<file path="src/rtl/pds_pkg.sv">
package pds_pkg;

  // search range
  localparam int unsigned FB_LOW      = 160;
  localparam int unsigned FB_HIGH     = 239;
  localparam int unsigned POSTDIV_MAX = 7;

  // field widths
  localparam int unsigned REF_W    = 7;
  localparam int unsigned TGT_W    = 18;
  localparam int unsigned FBO_W    = 8;
  localparam int unsigned PDO_W    = 3;
  localparam int unsigned FREQ_W   = 19;
  localparam int unsigned REF_RST  = 25;
  localparam int unsigned REF_MAXV = (1 << REF_W) - 1;

  // internal widths
  localparam int unsigned FB_W   = $clog2(FB_HIGH + 1);
  localparam int unsigned PD_W   = $clog2(POSTDIV_MAX + 1);
  localparam int unsigned BASE_W = REF_W + 4;
  localparam int unsigned NUM_W  = $clog2(16 * REF_MAXV * FB_HIGH + 1);
  localparam int unsigned D_W    = 2 * PD_W;
  localparam int unsigned D_N    = 1 << D_W;
  localparam int unsigned SHIFT  = NUM_W + D_W;
  localparam int unsigned RCP_W  = SHIFT + 1;
  localparam int unsigned PROD_W = NUM_W + RCP_W;
  localparam bit          EMPTY_RANGE = (FB_LOW > FB_HIGH);

  // stream word widths
  localparam int unsigned IN_DW  = ((TGT_W + 7) / 8) * 8;
  localparam int unsigned RES_W  = FBO_W + 2 * PDO_W + FREQ_W;
  localparam int unsigned OUT_DW = ((RES_W + 7) / 8) * 8;

  // configuration port
  localparam int unsigned CFG_AW      = 3;
  localparam logic [CFG_AW-1:0] REG_REF_CLK = 3'd0;

endpackage

</file>
<file path="src/rtl/pll_divider_search_unit.sv">
// pll divider search: an 18-bit target frequency word (1/16 MHz units) starts an
// exhaustive search over feedback dividers 160..239, first post divider 1..7 and
// second post divider 1..7 in ascending order; the first candidate with the smallest
// |floor(16*ref*fb/(pd1*pd2)) - target| wins and is returned as one result word.
// one candidate is evaluated per cycle through a single shared multiplier that
// forms the quotient as numerator times a reciprocal of pd1*pd2 from a constant table,
// so one word runs through 3920 candidates; the stage 1 and stage 2 registers then
// drain into the running best before the result load, and the next word can be
// accepted in the cycle after the result load.
// in_tready is low for the whole search; a finished result sits in the output
// register and the next word is taken while it waits to be read; a search that ends
// while that register is still full holds its result until the register is read.
// the user must write ref_clock_mhz at apb byte address 0 only while idle, unchecked.
module pll_divider_search_unit (
  input  logic                          clk,
  input  logic                          rst_n,
  // input stream
  input  logic                          in_tvalid,
  output logic                          in_tready,
  input  logic [pds_pkg::IN_DW-1:0]     in_tdata,   // [17:0] target_freq
  // result stream
  output logic                          out_tvalid,
  input  logic                          out_tready,
  output logic [pds_pkg::OUT_DW-1:0]    out_tdata,  // [7:0] feedback_divider,
                                                    // [10:8] postdiv_first,
                                                    // [13:11] postdiv_second,
                                                    // [32:14] output frequency
  // configuration
  input  logic                          cfg_psel,
  input  logic                          cfg_penable,
  input  logic                          cfg_pwrite,
  input  logic [pds_pkg::CFG_AW-1:0]    cfg_paddr,
  input  logic [31:0]                   cfg_pwdata,
  output logic [31:0]                   cfg_prdata,
  output logic                          cfg_pready
);

  // sequencer states
  localparam logic [1:0] ST_IDLE  = 2'd0;
  localparam logic [1:0] ST_RUN   = 2'd1;
  localparam logic [1:0] ST_DRAIN = 2'd2;
  localparam logic [1:0] ST_HOLD  = 2'd3;

  localparam int unsigned NW = pds_pkg::NUM_W;
  localparam int unsigned FW = pds_pkg::FB_W;
  localparam int unsigned PW = pds_pkg::PD_W;

  // reciprocal table: ceil(2^SHIFT / d), exact floor for every numerator in range
  logic [pds_pkg::RCP_W-1:0] rcp_tab [pds_pkg::D_N];

  for (genvar g = 0; g < pds_pkg::D_N; g++) begin : g_rcp
    localparam longint unsigned RCP_V =
      ((64'd1 << pds_pkg::SHIFT) + 64'(g) - 64'd1) / ((g == 0) ? 64'd1 : 64'(g));
    assign rcp_tab[g] = pds_pkg::RCP_W'(RCP_V);
  end

  // configuration register
  logic [pds_pkg::REF_W-1:0] ref_r;
  logic                      cfg_wr;

  assign cfg_pready = 1'b1;
  assign cfg_wr     = cfg_psel && cfg_penable && cfg_pwrite && cfg_pready &&
                      (cfg_paddr == pds_pkg::REG_REF_CLK);
  assign cfg_prdata = (cfg_paddr == pds_pkg::REG_REF_CLK) ? 32'(ref_r) : 32'd0;

  always_ff @(posedge clk) begin
    if (!rst_n) begin
      ref_r <= pds_pkg::REF_W'(pds_pkg::REF_RST);
    end else if (cfg_wr) begin
      ref_r <= cfg_pwdata[pds_pkg::REF_W-1:0];
    end
  end

  // sequencer and candidate counters
  logic [1:0]                      state_r, state_nxt;
  logic [FW-1:0]                   fb_r;
  logic [PW-1:0]                   p1_r, p2_r;
  logic [NW-1:0]                   num_r;
  logic [pds_pkg::TGT_W-1:0]       tgt_r;
  logic [pds_pkg::BASE_W-1:0]      base;
  logic                            in_acc, issue, last_cand;
  logic                            out_free;

  assign base      = {ref_r, 4'b0000};
  assign in_tready = (state_r == ST_IDLE);
  assign in_acc    = in_tvalid && in_tready;
  assign issue     = (state_r == ST_RUN);
  assign last_cand = (fb_r == FW'(pds_pkg::FB_HIGH)) &&
                     (p1_r == PW'(pds_pkg::POSTDIV_MAX)) &&
                     (p2_r == PW'(pds_pkg::POSTDIV_MAX));
  assign out_free  = !out_tvalid || out_tready;

  // shared multiplier: numerator times reciprocal of pd1*pd2
  logic [2*PW-1:0]           dsor;
  logic [pds_pkg::RCP_W-1:0] rcp;
  logic [pds_pkg::PROD_W-1:0] prod;

  assign dsor = (2*PW)'(p1_r) * (2*PW)'(p2_r);
  assign rcp  = rcp_tab[dsor[pds_pkg::D_W-1:0]];
  assign prod = pds_pkg::PROD_W'(num_r) * pds_pkg::PROD_W'(rcp);

  // stage 1: product
  logic                       s1_vld_r, s1_last_r;
  logic [pds_pkg::PROD_W-1:0] s1_prod_r;
  logic [FW-1:0]              s1_fb_r;
  logic [PW-1:0]              s1_p1_r, s1_p2_r;

  // stage 2: quotient and error
  logic                       s2_vld_r, s2_last_r;
  logic [NW-1:0]              s2_q_r, s2_err_r;
  logic [FW-1:0]              s2_fb_r;
  logic [PW-1:0]              s2_p1_r, s2_p2_r;
  logic [NW-1:0]              quot, tgt_x;

  assign quot  = s1_prod_r[pds_pkg::SHIFT +: NW];
  assign tgt_x = NW'(tgt_r);

  // running best
  logic                       have_r;
  logic [NW-1:0]              min_err_r, best_q_r;
  logic [FW-1:0]              best_fb_r;
  logic [PW-1:0]              best_p1_r, best_p2_r;
  logic                       take;

  assign take = s2_vld_r && (!have_r || (s2_err_r < min_err_r));

  always_comb begin
    state_nxt = state_r;
    case (state_r)
      ST_IDLE:  if (in_acc) state_nxt = pds_pkg::EMPTY_RANGE ? ST_HOLD : ST_RUN;
      ST_RUN:   if (last_cand) state_nxt = ST_DRAIN;
      ST_DRAIN: if (s2_vld_r && s2_last_r) state_nxt = ST_HOLD;
      ST_HOLD:  if (out_free) state_nxt = ST_IDLE;
      default:  state_nxt = ST_IDLE;
    endcase
  end

  // control state
  always_ff @(posedge clk) begin
    if (!rst_n) begin
      state_r  <= ST_IDLE;
      s1_vld_r <= 1'b0;
      s2_vld_r <= 1'b0;
      have_r   <= 1'b0;
    end else begin
      state_r  <= state_nxt;
      s1_vld_r <= issue;
      s2_vld_r <= s1_vld_r;
      if (in_acc) begin
        have_r <= 1'b0;
      end else if (take) begin
        have_r <= 1'b1;
      end
    end
  end

  // counters, numerator accumulator and pipeline payload
  always_ff @(posedge clk) begin
    if (in_acc) begin
      tgt_r <= in_tdata[pds_pkg::TGT_W-1:0];
      fb_r  <= FW'(pds_pkg::FB_LOW);
      p1_r  <= PW'(1);
      p2_r  <= PW'(1);
      num_r <= NW'(base) * NW'(pds_pkg::FB_LOW);
    end else if (issue) begin
      // innermost loop is the second post divider
      if (p2_r == PW'(pds_pkg::POSTDIV_MAX)) begin
        p2_r <= PW'(1);
        if (p1_r == PW'(pds_pkg::POSTDIV_MAX)) begin
          p1_r  <= PW'(1);
          fb_r  <= fb_r + FW'(1);
          num_r <= num_r + NW'(base);
        end else begin
          p1_r <= p1_r + PW'(1);
        end
      end else begin
        p2_r <= p2_r + PW'(1);
      end
    end

    s1_prod_r <= prod;
    s1_fb_r   <= fb_r;
    s1_p1_r   <= p1_r;
    s1_p2_r   <= p2_r;
    s1_last_r <= last_cand;

    s2_q_r    <= quot;
    s2_err_r  <= (quot >= tgt_x) ? (quot - tgt_x) : (tgt_x - quot);
    s2_fb_r   <= s1_fb_r;
    s2_p1_r   <= s1_p1_r;
    s2_p2_r   <= s1_p2_r;
    s2_last_r <= s1_last_r;

    // defaults cover an empty range; first candidate always replaces them
    if (in_acc) begin
      best_fb_r <= FW'(pds_pkg::FB_LOW);
      best_p1_r <= PW'(1);
      best_p2_r <= PW'(1);
      best_q_r  <= '0;
    end else if (take) begin
      min_err_r  <= s2_err_r;
      best_q_r   <= s2_q_r;
      best_fb_r  <= s2_fb_r;
      best_p1_r  <= s2_p1_r;
      best_p2_r  <= s2_p2_r;
    end
  end

  // output register
  logic                          out_vld_r;
  logic [pds_pkg::OUT_DW-1:0]    out_data_r;
  logic [pds_pkg::FREQ_W-1:0]    freq_sat;
  logic                          load_out;

  localparam logic [NW-1:0] FREQ_MAX = NW'((64'd1 << pds_pkg::FREQ_W) - 64'd1);

  // saturate only matters if the numerator can outgrow the field
  assign freq_sat = (best_q_r > FREQ_MAX) ? {pds_pkg::FREQ_W{1'b1}}
                                          : pds_pkg::FREQ_W'(best_q_r);
  assign load_out = (state_r == ST_HOLD) && out_free;

  always_ff @(posedge clk) begin
    if (!rst_n) begin
      out_vld_r <= 1'b0;
    end else if (load_out) begin
      out_vld_r <= 1'b1;
    end else if (out_tready) begin
      out_vld_r <= 1'b0;
    end
  end

  always_ff @(posedge clk) begin
    if (load_out) begin
      out_data_r <= pds_pkg::OUT_DW'({freq_sat,
                                      pds_pkg::PDO_W'(best_p2_r),
                                      pds_pkg::PDO_W'(best_p1_r),
                                      pds_pkg::FBO_W'(best_fb_r)});
    end
  end

  assign out_tvalid = out_vld_r;
  assign out_tdata  = out_data_r;

endmodule

</file>
<file path="config.mk">
export PLATFORM = sky130hd
export DESIGN_NAME = pll_divider_search_unit
export DESIGN_NICKNAME = d
export VERILOG_FILES = /design/src/rtl/pds_pkg.sv /design/src/rtl/pll_divider_search_unit.sv
export SDC_FILE = /design/constraint.sdc
export NUM_CORES = 1
export LEC_CHECK = 0
export BUFFER_PORTS_ARGS = -buffer_cell sky130_fd_sc_hd__buf_4
export CORE_MARGIN = 2
export CORE_UTILIZATION = 62
export CTS_BUF_LIST = sky130_fd_sc_hd__clkbuf_16
export DETAILED_ROUTE_END_ITERATION = 16
export PLACE_DENSITY = 0.81
export SYNTH_ARGS = -nofsm -noshare
export SYNTH_HDL_FRONTEND = slang
export SYNTH_SLANG_ARGS = --single-unit
</file>
<file path="constraint.sdc">
create_clock -name clk -period 15.35 [get_ports clk]
set_clock_uncertainty 0.05 [all_clocks]
set_input_delay 3.07 -clock clk [delete_from_list [all_inputs] [get_ports clk]]
set_output_delay 3.07 -clock clk [all_outputs]
set_load 0.1 [all_outputs]
</file>
==> key figures, run 1 <==
STA
  – Setup Viol. Count Final: 0
  – Final Max Tran Viols: 0
  – Least-Margin Pin Slew: 1395 ps
  – Tcrit/Tclk final: 68.89%
  – Setup TNS: 0 ps
  – Hold slack: 277.3 ps
  – RSZ-0062 raised after global routing: false
  – Final hold viol count: 0
  – Relative slew margins: 6.994%
  – Fmax: 94.57 MHz
  – Final min period: 10,570 ps

Synthesis
  – Synth cell count leaders: 441 x inv_1, 363 x nand2_1, 315 x fa_1
  – Leading area contributor after synthesis: fa_1
  – Synth Area per Inst: 8.943 um^2
  – Mapped Area: 24,330 um^2
  – Post-synthesis sequential area ratio: 22.38%
  – Distinct cells, synth: 80
  – Prevailing post-synth register cell: dfxtp_1
  – Post-Synthesis Cells: 2,721
  – Ys Warns: 0
  – Post-synth top area share: 25.91%
  – Number of flops mapped to enable cells by yosys: 80
  – Post-synth ARST share: 0%
  – Synth top area cells: fa_1 26%, dfxtp_1 13%, ha_1 11%, edfxtp_1 9.9%, inv_1 6.8%
  – Top-count cell post-synth: inv_1
  – Yosys reg bits: 232

Global route
  – GRT Overall Usage: 29.92%
  – First-pass GRT wire length: 99.01 mm
  – Vias in the first global route: 20,489
  – Largest net degree at the start of global routing: 92
  – Congestion Overflow GR: 0
  – Initial antenna violation count: 0

Clock tree
  – Clock sink total: 232
  – Inserted Clock Buffers: 20
  – Clock-pin slew on the worst setup and hold paths: 70 ps
  – CTS tree: yes
  – CTS Hold Buffers Added: 0
  – Worst skew pair latency: 510 ps
  – PostCTS Resize Cnt: 0
  – Clock buffer depth: 3
  – Root Driver: clkbuf_16
  – Post-CTS Setup Bufs: 0
  – H-tree depth: 1

Detailed routing
  – Residual DRC: 0
  – DR vias/cell: 5.847
  – Drt first pass iters: 6
  – Drt wl/cell: 18.53 um
  – Initial drt markers: 1,348
  – Total routed wirelength: 59.74 mm
  – Post-route ant nets: 0
  – Total number of vias: 18,850

Cells and area
  – Layout cell share with drive strength beyond 1: 6.541%
  – Layout Nets: 3,288
  – Syn-to-layout area delta: 5.990%
  – Fillers: 3,057
  – Antenna cell count: 0

Min path
  – Worst Hold Launch: s1_fb_r[4]
  – Min-Delay Path Class: reg -> reg
  – Hold Crit Endpoint: s2_fb_r[4]
  – Hold depth: 0

Floorplanning
  – Die area: 40,850 um^2
  – Vert. Die Dim: 202.1 um
  – Ports: 141
  – Cell Rows: 72
  – Initial core utilization: 62.82%
  – Core ar.: 38,740 um^2
  – Die width: 202.1 um

Setup path
  – FF-to-FF setup slack: 4780 ps
  – Worst stage delay on the critical path: 810 ps
  – Reg2Reg Capture Point: s1_prod_r[37]
  – R2r startpoint: p1_r[0]
  – Startpoint types: flop
  – CP Class: reg -> reg
  – CP max-delay cell: inv_1
  – CP most frequent cell: fa_1
  – Reg2Reg Depth: 29
  – Req. time, crit path: 15,660 ps
  – Critical Path AT: 10,890 ps
  – Max FO, Critical Path: 91
  – CP Capture Type: flop

Job
  – Max capacitance violation total: 0

Placed design
  – GPL Wtd Cong: 0.9518
  – HPWL after DPL: 44.06 mm
  – PortBufs: 76

Outcome
  – Status: completed
## kinds of logic after synthesis
kind of cell    Yosys count  share of synthesized area [%]
simple gates            781                          15.00
buf+inv                 644                          10.55
fa+ha+maj               530                          36.97
compound gates          441                          11.56
flops                   232                          22.38
xor+xnor                 67                          2.411
mux                      24                          1.100
other cells               2                        0.03086
## stage by stage
stage	setup WS, ps	instances	instance area [um^2]	util [%]
3_5_place_dp	5027	3188	25150	64.92
4_1_cts	4944	3224	25790	66.58
6_report	4776	3224	25790	66.58
3_3_place_gp	5160	3188	25150	64.92
2_1_floorplan	6488	2752	24450	-
5_1_grt	4312	3224	25790	66.58
## worst max-delay path by stage
stage	start	endpoint	slack (ps)
after detailed placement	p1_r[0]	s1_prod_r[37]	5030
after CTS	p1_r[0]	s1_prod_r[37]	4940
final	p1_r[0]	s1_prod_r[37]	4780
after global placement	p1_r[0]	s1_prod_r[37]	5160
after global routing	p1_r[0]	s1_prod_r[43]	4310
after floorplan	p2_r[0]	s1_prod_r[37]	6490
## area by class of cell
type / count / area, um^2 / area share [%]
Multi-Input combinational cell: 1876 / 16500 / 63.96
Sequential cell: 232 / 5445 / 21.11
Inverter: 443 / 1665 / 6.457
Timing Repair Buffer: 119 / 893.4 / 3.464
Tap cell: 518 / 648.1 / 2.513
Clock buffer: 22 / 550.5 / 2.134
Clock inverter: 14 / 92.59 / 0.3590
## registers in the layout, indices dropped and copies added, names as in the netlist, 15 cells and up
name       flops
num_r         15
best_q_r      19
min_err_r     19
tgt_r         18
s1_prod_r     19
s2_q_r        19
out_tdata     33
s2_err_r      19
## routing by layer
metal  vias up  GRT usage (%)  wire (um)
li1       8539              -          -
met5         -              0          0
met2       924          52.16      29620
met4         0          14.44       2725
met1      9174          36.59      22350
met3       213          4.337       5041
## critical path, delay by kind of cell (launching register included)
family / cells / cell delay (ps)
adder cells (fa/ha/maj): 10 / 4490
AO/OA/AOI/OAI: 8 / 2680
buffers and inverters: 5 / 1350
AND/OR/NAND/NOR: 6 / 1240
flip-flops: 1 / 580
## cells in the final DEF, fill, tap and decap left out, types with 24 or more instances in the layout
master / n
nand2_1: 363
a21o_1: 38
a21oi_1: 141
nand3_1: 68
inv_1: 445
and2_1: 159
buf_4: 119
dfxtp_1: 152
xnor2_1: 37
ha_1: 215
conb_1: 33
fa_1: 314
xor2_1: 28
nor2b_1: 24
o21ai_0: 112
edfxtp_1: 80
nor2_1: 90
Power of run 1 is not shown: default switching activity piles up to over one toggle a cycle in this logic, so the estimate is an artifact.
==> inputs of run 2 (changes only) <==
==> constraint.sdc (replaced) <==
create_clock -name clk -period 10.1 [get_ports clk]
set_clock_uncertainty 0.05 [all_clocks]
set_input_delay 2.02 -clock clk [delete_from_list [all_inputs] [get_ports clk]]
set_output_delay 2.02 -clock clk [all_outputs]
set_load 0.1 [all_outputs]
==> run 2 against run 1 <==
Compared with the run above:
- global-route usage is 0.078 points higher
- critical path depth stayed put
- sequential share of layout area is 0.18 points lower
- via count is 0.68% higher
- worst hold slack hardly changed
- non-clock buffer count is 14 higher
- wire length is 0.98% higher
- die area stayed put
- setup slack worse by 4000 ps
==> key figures, run 2 (synthesis results as in run 1) <==
Floorplanning
  – Die area: 40,850 um^2 (unchanged)
  – Cell Rows: 72 (unchanged)
  – Vert. Die Dim: 202.1 um (unchanged)
  – Ports: 141 (unchanged)
  – Core ar.: 38,740 um^2 (unchanged)
  – Initial core utilization: 62.82% (unchanged)
  – Die width: 202.1 um (unchanged)

Placed design
  – PortBufs: 76 (unchanged)
  – Pre-CTS setup slack: 971.3 ps (-4055 ps)
  – GPL Wtd Cong: 0.9427 (-0.96%)
  – HPWL after DPL: 45.46 mm (+3.2%)

Detailed routing
  – Residual DRC: 0 (unchanged)
  – Initial drt markers: 1,628 (+21%)
  – Drt first pass iters: 5 (-1)
  – Total routed wirelength: 60.32 mm (+0.98%)
  – Drt wl/cell: 18.61 um (+0.42%)
  – Post-route ant nets: 0 (unchanged)
  – DR vias/cell: 5.854 (+0.12%)
  – Total number of vias: 18,978 (+0.68%)

Setup path
  – CP Capture Type: flop
  – Reg2Reg Depth: 29 (unchanged)
  – Reg2Reg Capture Point: s1_prod_r[42]
  – Worst stage delay on the critical path: 840 ps (+30 ps)
  – Worst Setup SP: p2_r[1]
  – Req. time, crit path: 10,440 ps (-5220 ps)
  – Max FO, Critical Path: 25 (-73%)
  – FF-to-FF setup slack: 760 ps (-4020 ps)
  – CP max-delay cell: a31oi_2
  – CP most frequent cell: fa_1
  – Critical Path AT: 9680 ps (-1210 ps)
  – CP top delay family: adder cells
  – Startpoint types: flop
  – Buf/Inv on CP: 4 (-1)
  – CP Class: reg -> reg
  – R2r startpoint: p2_r[1]

Global route
  – Largest net degree at the start of global routing: 68 (-26%)
  – GRT Overall Usage: 30.00% (+0.078 points)
  – Congestion Overflow GR: 0 (unchanged)
  – Vias in the first global route: 19,810 (-3.3%)
  – Initial antenna violation count: 0 (unchanged)
  – First-pass GRT wire length: 99.46 mm (+0.46%)

STA
  – Final Max Tran Viols: 0 (unchanged)
  – Tcrit/Tclk final: 92.48% (+24 points)
  – Final min period: 9341 ps (-1234 ps)
  – Setup Viol. Count Final: 0 (unchanged)
  – Worst setup margin: 759.5 ps (-4016 ps)
  – Final hold viol count: 0 (unchanged)
  – Relative slew margins: 16.78% (+9.8 points)
  – Setup TNS: 0 ps (unchanged)
  – Least-Margin Pin Slew: 1247 ps (-148.4 ps)
  – Fmax: 107.1 MHz (+13%)
  – RSZ-0062 raised after global routing: false

Min path
  – Hold depth: 0 (unchanged)
  – Hold Crit Endpoint: s2_p1_r[0]
  – Worst Hold Launch: s1_p1_r[0]
  – Min-Delay Path Class: reg -> reg

Cells and area
  – Commonest non-fill, non-tap cell in the layout: inv_1
  – Commonest non-fill, non-tap cells in the layout: 444 x inv_1, 363 x nand2_1, 314 x fa_1
  – Syn-to-layout area delta: 6.884%
  – Fillers: 2,996 (-2.0%)
  – Layout Nets: 3,304 (+0.49%)
  – Antenna cell count: 0 (unchanged)
  – Largest register FFs: 33 (unchanged)
  – Layout cell share with drive strength beyond 1: 7.269% (+0.73 points)

Clock tree
  – Worst skew pair latency: 510 ps (about the same)
  – Inserted Clock Buffers: 22 (+10%)
  – Clock buffer depth: 3 (unchanged)
  – CTS tree: yes
  – Post-CTS Setup Bufs: 0 (unchanged)
  – Root Driver: clkbuf_16
  – Clock sink total: 232 (unchanged)
  – Clock-pin slew on the worst setup and hold paths: 60 ps (about the same)
  – PostCTS Resize Cnt: 0 (unchanged)
  – H-tree depth: 1 (unchanged)
  – CTS Hold Buffers Added: 0 (unchanged)

Job
  – Max capacitance violation total: 0 (unchanged)

Outcome
  – Status: completed
[run 2: worst max path at each step]
stage                    end  slack, ps  cells past startpoint
3_5_place_dp   s1_prod_r[43]        970                     28
6_report       s1_prod_r[42]        760                     29
2_1_floorplan  s1_prod_r[37]       1240                     34
5_1_grt        s1_prod_r[42]        390                     31
3_3_place_gp   s1_prod_r[37]       1050                     31
4_1_cts        s1_prod_r[42]        930                     31
[run 2: cell type report]
cell class | count | area, um^2 | share of cell area (%)
Timing Repair Buffer | 133 | 1011 | 3.887
Sequential cell | 232 | 5445 | 20.94
Clock buffer | 24 | 600.6 | 2.309
Multi-Input combinational cell | 1876 | 16500 | 63.43
Tap cell | 518 | 648.1 | 2.492
Inverter | 443 | 1665 | 6.403
Clock inverter | 16 | 142.6 | 0.5484
[run 2: stage by stage]
stage | std cells | util [%] | instance area [um^2] | hold slack [ps]
finish | 3242 | 67.14 | 26010 | 277.1
global route | 3242 | 67.14 | 26010 | 285.9
CTS | 3242 | 67.14 | 26010 | 277.0
detailed placement | 3202 | 65.23 | 25270 | 262.1
global placement | 3202 | 65.23 | 25270 | 260.8
floorplan | 2752 | - | 24450 | 259.6
[run 2: worst register-to-register path, delay by kind of cell, from the launching register on]
family | cells | cell delay [ps]
AO/OA/AOI/OAI | 5 | 1790
flip-flops | 1 | 490
adder cells (fa/ha/maj) | 10 | 4370
AND/OR/NAND/NOR | 8 | 1250
XOR/XNOR | 2 | 740
buffers and inverters | 4 | 550
[run 2: per-layer routing]
layer / track usage [%] / share of wire, %
met5: 0 / 0
met4: 12.67 / 4.2
met3: 3.870 / 7.9
met2: 50.97 / 48
met1: 38.90 / 39
Power of run 2 is left out for the same reason.
